### src/rtl/hcs_pkg.sv
// Shared types and constants for the hashed character-set span counter.
// No dependencies; used by hcs_hash and hashed_charset_span_counter_top.
`default_nettype none

package hcs_pkg;

  // Multiplicative hash constant (about 2^32 divided by the golden ratio)
  localparam logic [31:0] KNUTH_MUL = 32'd2654435761;

  // Width of the member counter; it wraps at this width
  localparam int unsigned MEMBER_W = 10;

  // Reset value of the hash_bits register
  localparam logic [3:0] HASH_BITS_RESET = 4'd10;

  // Item kinds carried on tuser
  typedef enum logic [1:0] {
    ACT_CLEAR = 2'd0,
    ACT_ADD   = 2'd1,
    ACT_SCAN  = 2'd2
  } action_t;

endpackage

`default_nettype wire

### src/rtl/hcs_hash.sv
// Table geometry and home-slot hash: clamps hash_bits, derives slot mask and
// half-size, and computes the multiplicative home slot. Depends on hcs_pkg.
`default_nettype none

module hcs_hash #(
  parameter int unsigned SLOT_BITS = 10
) (
  input  wire logic [31:0]          char_value,
  input  wire logic [3:0]           hash_bits,
  output logic      [SLOT_BITS-1:0] home,
  output logic      [SLOT_BITS-1:0] mask,
  output logic      [SLOT_BITS-1:0] half
);

  logic [3:0]  eff_bits;
  logic [31:0] product;
  logic [5:0]  shift;

  // Clamp the slot-count exponent to what the table holds
  always_comb begin
    if (hash_bits < 4'd2) begin
      eff_bits = 4'd2;
    end else if (hash_bits > 4'(SLOT_BITS)) begin
      eff_bits = 4'(SLOT_BITS);
    end else begin
      eff_bits = hash_bits;
    end
  end

  // Low word of the product, top eff_bits bits give the home slot
  assign product = char_value * hcs_pkg::KNUTH_MUL;
  assign shift   = 6'd32 - {2'b00, eff_bits};
  assign home    = SLOT_BITS'(product >> shift);

  assign mask = ~({SLOT_BITS{1'b1}} << eff_bits);
  assign half = {{(SLOT_BITS-1){1'b0}}, 1'b1} << (eff_bits - 4'd1);

endmodule

`default_nettype wire

### config.mk
export PLATFORM = sky130hd
export DESIGN_NAME = hcs_hash
export DESIGN_NICKNAME = d
export VERILOG_FILES = /design/src/rtl/hcs_pkg.sv /design/src/rtl/hcs_hash.sv
export SDC_FILE = /design/constraint.sdc
export NUM_CORES = 1
export LEC_CHECK = 0
export BUFFER_PORTS_ARGS = -buffer_cell sky130_fd_sc_hd__buf_2
export CORE_MARGIN = 8
export CORE_UTILIZATION = 55
export DETAILED_ROUTE_END_ITERATION = 16
export GPL_TIMING_DRIVEN = 0
export PLACE_DENSITY = 0.86
export SYNTH_ARGS = -nofsm -noshare
export SYNTH_HDL_FRONTEND = slang
export SYNTH_SLANG_ARGS = --single-unit
### constraint.sdc
create_clock -name vclk -period 11.23
set_input_delay 2.246 -clock vclk [all_inputs]
set_output_delay 2.246 -clock vclk [all_outputs]
set_load 0.01 [all_outputs]
==> out/qor.json, run 1 <==
{
  "regArea_um2": 0,
  "critPathRequiredTime_ns": 8.98,
  "synth_commonest_cells": "sky130_fd_sc_hd__inv_1, sky130_fd_sc_hd__fa_1, sky130_fd_sc_hd__ha_1, sky130_fd_sc_hd__xnor2_1, sky130_fd_sc_hd__a21oi_1",
  "die-width_um": 152,
  "post_synthesis_mean_instance_area_um2": 9.62,
  "critical_path.max_fanout": 7,
  "synthesis.area_um2": 10200,
  "antenna-diode-count": 0,
  "initialDrtViolationCount": 402,
  "nFlopsAndLatches": 0,
  "timing.final.crit_period_ns": 11.49,
  "gr-usage-all-layers": 0.237,
  "finalNonFillerCells": 1388,
  "detail_route.wirelength_um": 26900,
  "final_hold_viol_count": 0,
  "synth.area.top_cells": "sky130_fd_sc_hd__fa_1, sky130_fd_sc_hd__ha_1, sky130_fd_sc_hd__inv_1",
  "initial_utilization": 0.553,
  "yosysSeqAreaShare": 0,
  "synth-simple-area-share": 0.0442,
  "failing_checks": "setup timing",
  "grt_overflow": 0,
  "crit_path_start_kind": "input pin",
  "std_cell_rows": 50,
  "netlist.top_cell.by_area": "sky130_fd_sc_hd__fa_1",
  "maximum_clock_frequency_mhz": 87.0,
  "post-place-ws_ns": -0.775,
  "fraction_of_final_layout_cells_with_drive_strength_greater_than_1": 0.174,
  "routed-via-count": 7775,
  "grt_setup_unrepaired": "yes",
  "detailedRoute.firstPassIterationCount": 5,
  "post_synthesis_instance_total": 1061,
  "numPortBuffers": 64,
  "grt.busiest_layer": "met2",
  "crit_arrival_ns": 9.24,
  "routed_via_density": 5.60,
  "routed_wire_length_per_instance_um": 19.4,
  "areaGrowthSynthToFinish_pct": 13.1,
  "antenna_found_initial": 0,
  "via_count_of_the_first_global_routing_pass": 9038,
  "post_synth_num_cell_types": 66,
  "fin_crit_sh": 1.02,
  "ioPinCount": 66,
  "fin_util": 0.626,
  "grt_pass1_wl_um": 44300,
  "grt.met2_usage": 0.432,
  "synthesized_area_fraction_occupied_by_xor_and_xnor_cells": 0.0506,
  "slew-limit-headroom": 0.547,
  "library_cell_with_the_highest_instance_count_after_synthesis": "sky130_fd_sc_hd__inv_1",
  "totalNegativeSetupSlack_ns": -0.983,
  "post-synth-top-area-fraction": 0.400,
  "worst_setup_path_end_kind": "output pin",
  "layout_setup_ws_ns": -0.259,
  "die_h_um": 152,
  "outcome": "finished, violations left",
  "finalNetCount": 1593,
  "synth.net_count": 1498,
  "grt_start_max_net_pins": 13,
  "worstMarginPinSlew_ns": 0.674,
  "synth_compound_gate_area_share": 0.0934,
  "slew_viol_final": 0,
  "placeableCoreArea_um2": 18500,
  "grt.met1_usage": 0.266,
  "mux_contribution_to_synthesized_area": 0.0403,
  "global_route.usage.met3": 0.0386,
  "timing.hold.worst.class": "in2out",
  "yosysWarningCount": 0,
  "hpwlAfterDp_um": 22700,
  "route.antenna.remaining_nets": 0,
  "dieArea_um2": 23200,
  "placedCellCount": 1359,
  "synth_top_family_by_area": "adder cells",
  "post-route-drc-count": 0,
  "worst_hold_path.num_cells": 3,
  "post_synth_fa_ha_maj_area_fraction": 0.641,
  "setup.worst_path.class": "in2out",
  "cap_violations": 0,
  "setup_viol_count_final": 7,
  "clock_buffers": 0,
  "place.gp.congestion": 0.954
}
-- cells by family after synthesis --
family	Yosys count
AO/OA/AOI/OAI	132
XOR/XNOR	59
multiplexers	32
adder cells (fa/ha/maj)	401
other	1
buffers and inverters	350
AND/OR/NAND/NOR	86
-- final cells by class --
type,instances,area [um2]
Inverter,330,1280
Buffer,19,82.6
Timing Repair Buffer,94,662
Tap cell,234,293
Fill cell,1402,6900
Multi-Input combinational cell,711,9240
-- per-layer routing --
layer  routed length (um)  part of all wire
met4                 1530             0.057
met1                10300              0.38
met2                13700              0.51
met3                 1460             0.054
met5                    0                 0
-- layout by cell type, fill, tap and decap left out, types with 5 or more instances in the layout --
master	count
sky130_fd_sc_hd__o21ai_2	7
sky130_fd_sc_hd__buf_4	32
sky130_fd_sc_hd__xnor2_1	40
sky130_fd_sc_hd__buf_6	11
sky130_fd_sc_hd__inv_2	9
sky130_fd_sc_hd__nand2_1	18
sky130_fd_sc_hd__fa_2	8
sky130_fd_sc_hd__o21ai_0	10
sky130_fd_sc_hd__a21oi_2	6
sky130_fd_sc_hd__ha_4	5
sky130_fd_sc_hd__xnor2_2	7
sky130_fd_sc_hd__and2_1	8
sky130_fd_sc_hd__mux4_2	7
sky130_fd_sc_hd__a21o_1	12
sky130_fd_sc_hd__clkinvlp_4	6
sky130_fd_sc_hd__xor2_1	11
sky130_fd_sc_hd__ha_1	190
sky130_fd_sc_hd__and3_1	7
sky130_fd_sc_hd__o21a_1	7
sky130_fd_sc_hd__or3_1	5
sky130_fd_sc_hd__nor2_1	16
sky130_fd_sc_hd__fa_1	196
sky130_fd_sc_hd__mux2i_1	20
sky130_fd_sc_hd__inv_1	311
sky130_fd_sc_hd__buf_2	52
sky130_fd_sc_hd__clkbuf_1	12
sky130_fd_sc_hd__o211ai_1	8
sky130_fd_sc_hd__a21oi_1	20
sky130_fd_sc_hd__a211oi_1	8
-- worst paths after layout --
check | start | end | slack [ns]
worst max-delay path | char_value[10] | home[0] | -0.26
worst min-delay path | hash_bits[3] | mask[3] | 4.86
-- through the flow --
stage / area [um2] / hold slack, ns
floorplan: 10200 / 4.61
global placement: 10800 / 4.85
detailed placement: 10800 / 4.85
CTS: 11300 / 4.86
global route: 11600 / 4.89
finish: 11600 / 4.86
-- critical path, stage by stage --
cell,delay [ns]
sky130_fd_sc_hd__buf_6,0.14
sky130_fd_sc_hd__clkinvlp_4,0.16
sky130_fd_sc_hd__fa_1,0.55
sky130_fd_sc_hd__inv_1,0.05
sky130_fd_sc_hd__fa_1,0.48
sky130_fd_sc_hd__inv_1,0.06
sky130_fd_sc_hd__fa_1,0.53
sky130_fd_sc_hd__fa_1,0.42
sky130_fd_sc_hd__fa_1,0.57
sky130_fd_sc_hd__fa_2,0.46
sky130_fd_sc_hd__fa_1,0.42
sky130_fd_sc_hd__fa_1,0.53
sky130_fd_sc_hd__inv_1,0.05
sky130_fd_sc_hd__ha_1,0.35
sky130_fd_sc_hd__a21o_1,0.19
sky130_fd_sc_hd__a211oi_1,0.32
sky130_fd_sc_hd__a21boi_2,0.12
sky130_fd_sc_hd__a31oi_4,0.22
sky130_fd_sc_hd__o21ai_2,0.11
sky130_fd_sc_hd__xor2_2,0.17
sky130_fd_sc_hd__mux4_2,0.52
sky130_fd_sc_hd__mux2i_2,0.24
sky130_fd_sc_hd__o221ai_2,0.15
sky130_fd_sc_hd__buf_2,0.17
-- what timing repair did --
| action | CTS | global route |
|---|---|---|
| pin swaps | 36 | 21 |
| buffers inserted | 21 | 9 |
| gates resized for setup | 99 | 38 |
| hold buffers | 0 | 0 |
| endpoints found under the setup margin | 10 | 10 |
Power of run 1 is left out: the tool's default activity adds up to more than one toggle a clock period on the data nets, which glitch-free logic cannot reach.
==> run 2: changes to the inputs <==
--- a/config.mk
+++ b/config.mk
@@ -11,6 +11,7 @@
 export DETAILED_ROUTE_END_ITERATION = 16
 export GPL_TIMING_DRIVEN = 0
 export PLACE_DENSITY = 0.86
+export SKIP_LAST_GASP = 1
 export SYNTH_ARGS = -nofsm -noshare
 export SYNTH_HDL_FRONTEND = slang
 export SYNTH_SLANG_ARGS = --single-unit
==> run 2 against run 1 <==
  * The run still ends with setup timing left
  * Setup slack got worse by 0.0098 ns
  * Sequential cell count unchanged
  * Maximum frequency about the same
  * Die area unchanged
  * Non-clock buffer count unchanged
  * Wire length decreased by 0.31%
  * Sequential share of layout area unchanged
  * Via count about the same
  * Critical path depth unchanged
  * First-iteration DRC count increased by 1.7%
==> out/qor.json, run 2 (same netlist as run 1, synthesis figures left out) <==
{
  "routed_via_density": {"value": 5.61, "change": "about the same"},
  "grt_pass1_wl": {"value": 44200, "unit": "um", "change": "-0.11%"},
  "regArea": {"value": 0, "unit": "um2", "change": "unchanged"},
  "worstMarginPinSlew": {"value": 0.644, "unit": "ns", "change": "-0.0296 ns"},
  "detailedRoute.firstPassIterationCount": {"value": 5, "change": "unchanged"},
  "gr-usage-all-layers": {"value": 0.237, "change": "-0.000244"},
  "routed_wire_length_per_instance": {"value": 19.4, "unit": "um", "change": "-0.31%"},
  "die-width": {"value": 152, "unit": "um", "change": "unchanged"},
  "antenna-diode-count": {"value": 0, "change": "unchanged"},
  "die_h": {"value": 152, "unit": "um", "change": "unchanged"},
  "timing.hold.worst.class": "in2out",
  "post-route-drc-count": {"value": 0, "change": "unchanged"},
  "count_of_hold_buffers_inserted_by_post_cts_repair": {"value": 0, "change": "unchanged"},
  "numPortBuffers": {"value": 64, "change": "unchanged"},
  "antenna_found_initial": {"value": 0, "change": "unchanged"},
  "slew-limit-headroom": {"value": 0.567, "change": "+0.0199"},
  "fraction_of_final_layout_cells_with_drive_strength_greater_than_1": {"value": 0.172, "change": "-0.00260"},
  "final_cell_mix": "sky130_fd_sc_hd__inv_1, sky130_fd_sc_hd__fa_1, sky130_fd_sc_hd__ha_1, sky130_fd_sc_hd__buf_2, sky130_fd_sc_hd__xnor2_1",
  "via_count_of_the_first_global_routing_pass": {"value": 9035, "change": "-0.033%"},
  "crit_path_start_kind": "input pin",
  "layout_commonest_cell": "sky130_fd_sc_hd__inv_1",
  "placedCellCount": {"value": 1359, "change": "unchanged"},
  "ioPinCount": {"value": 66, "change": "unchanged"},
  "critPathRequiredTime": {"value": 8.98, "unit": "ns", "change": "about the same"},
  "slew_viol_final": {"value": 0, "change": "unchanged"},
  "placeableCoreArea": {"value": 18500, "unit": "um2", "change": "unchanged"},
  "hold-worst-slack": {"value": 4.86, "unit": "ns", "change": "+0.000450 ns"},
  "grt_overflow": {"value": 0, "change": "unchanged"},
  "worst_path_most_repeated_cell": "sky130_fd_sc_hd__fa_1",
  "finalNetCount": {"value": 1593, "change": "unchanged"},
  "timing.critical_path.cells": "buf_6 -> clkinvlp_4 -> fa_1 -> inv_1 -> fa_1 -> inv_1 -> fa_1 -> fa_1 -> fa_1 -> fa_1 -> fa_1 -> fa_1 -> inv_1 -> ha_1 -> a21o_1 -> a211oi_1 -> a21boi_2 -> a31oi_4 -> o21ai_2 -> xor2_2 -> mux4_2 -> mux2i_2 -> o221ai_2 -> buf_2",
  "final_hold_viol_count": {"value": 0, "change": "unchanged"},
  "timing.final.crit_period": {"value": 11.50, "unit": "ns", "change": "+0.00983 ns"},
  "slowest_delay": {"value": 0.57, "unit": "ns", "change": "about the same"},
  "nFlopsAndLatches": {"value": 0, "change": "unchanged"},
  "place.gp.congestion": {"value": 0.954, "change": "unchanged"},
  "maximum_clock_frequency": {"value": 87.0, "unit": "MHz", "change": "about the same"},
  "crit_arrival": {"value": 9.25, "unit": "ns", "change": "about the same"},
  "worst_setup_path_end_kind": "output pin",
  "route.antenna.remaining_nets": {"value": 0, "change": "unchanged"},
  "initialDrtViolationCount": {"value": 409, "change": "+1.7%"},
  "areaGrowthSynthToFinish_pct": 13.0,
  "setup.worst_path.class": "in2out",
  "failing_checks": "setup timing",
  "critical_path.max_fanout": {"value": 7, "change": "unchanged"},
  "setup_viol_count_final": {"value": 7, "change": "unchanged"},
  "detail_route.wirelength": {"value": 26900, "unit": "um", "change": "-0.31%"},
  "finalNonFillerCells": {"value": 1388, "change": "unchanged"},
  "grt_setup_unrepaired": "yes",
  "layout_setup_ws": {"value": -0.269, "unit": "ns", "change": "-0.00983 ns"},
  "fin_crit_sh": {"value": 1.02, "change": "about the same"},
  "crit_slowest_cell": "sky130_fd_sc_hd__fa_1",
  "cap_violations": {"value": 0, "change": "unchanged"},
  "grt_start_max_net_pins": {"value": 13, "change": "unchanged"},
  "clock_buffers": {"value": 0, "change": "unchanged"},
  "routed-via-count": {"value": 7782, "change": "+0.090%"},
  "dieArea": {"value": 23200, "unit": "um2", "change": "unchanged"},
  "outcome": "finished, violations left",
  "initial_utilization": {"value": 0.553, "change": "unchanged"},
  "std_cell_rows": {"value": 50, "change": "unchanged"},
  "hpwlAfterDp": {"value": 22700, "unit": "um", "change": "unchanged"}
}
run 2: cell counts in the layout (fill, tap and decap cells not counted):
No cell type changed its count.
run 2: critical path, delay by kind of cell:
family / cells / cell delay [ns]
buffers and inverters: 6 / 0.63
multiplexers: 2 / 0.76
XOR/XNOR: 1 / 0.17
adder cells (fa/ha/maj): 9 / 4.32
AO/OA/AOI/OAI: 6 / 1.13
run 2: what timing repair did:
| item | CTS | global route |
|---|---|---|
| resized for setup | 98 | 36 |
| pin swaps | 36 | 20 |
| endpoints found under the setup margin | 10 | 10 |
| setup buffers | 21 | 9 |
run 2: path summary, 6_finish.rpt:
kind / slack, ns / from / cells past startpoint / to
max: -0.27 / char_value[10] / 24 / home[0]
min: 4.86 / hash_bits[3] / 3 / mask[3]
run 2: cell type report:
cell class,count,area (um2)
timing repair buffer,94,662
inverter,330,1280
tap,234,293
buffer,19,82.6
multi-input combinational,711,9220
fill,1404,6920
run 2: layer usage:
layer  vias up  global-route usage  wire length [um]
met5         -                   0                 0
met4         0               0.110              1510
met3       106              0.0377              1630
met2       311               0.432             13600
met1      3846               0.266             10100
li1       3519                   -                 -
run 2: stage by stage:
step           utilization  TNS (ns)  area [um2]  setup WS (ns)
6_report             0.625    -0.955       11500         -0.269
5_1_grt              0.625     -2.78       11500         -0.403
4_1_cts              0.613    -0.273       11300        -0.0788
3_5_place_dp         0.586     -7.09       10800         -0.775
3_3_place_gp         0.586     -5.46       10800         -0.608
2_1_floorplan            -         0       10200          0.310
Power of run 2 is left out for the same reason.
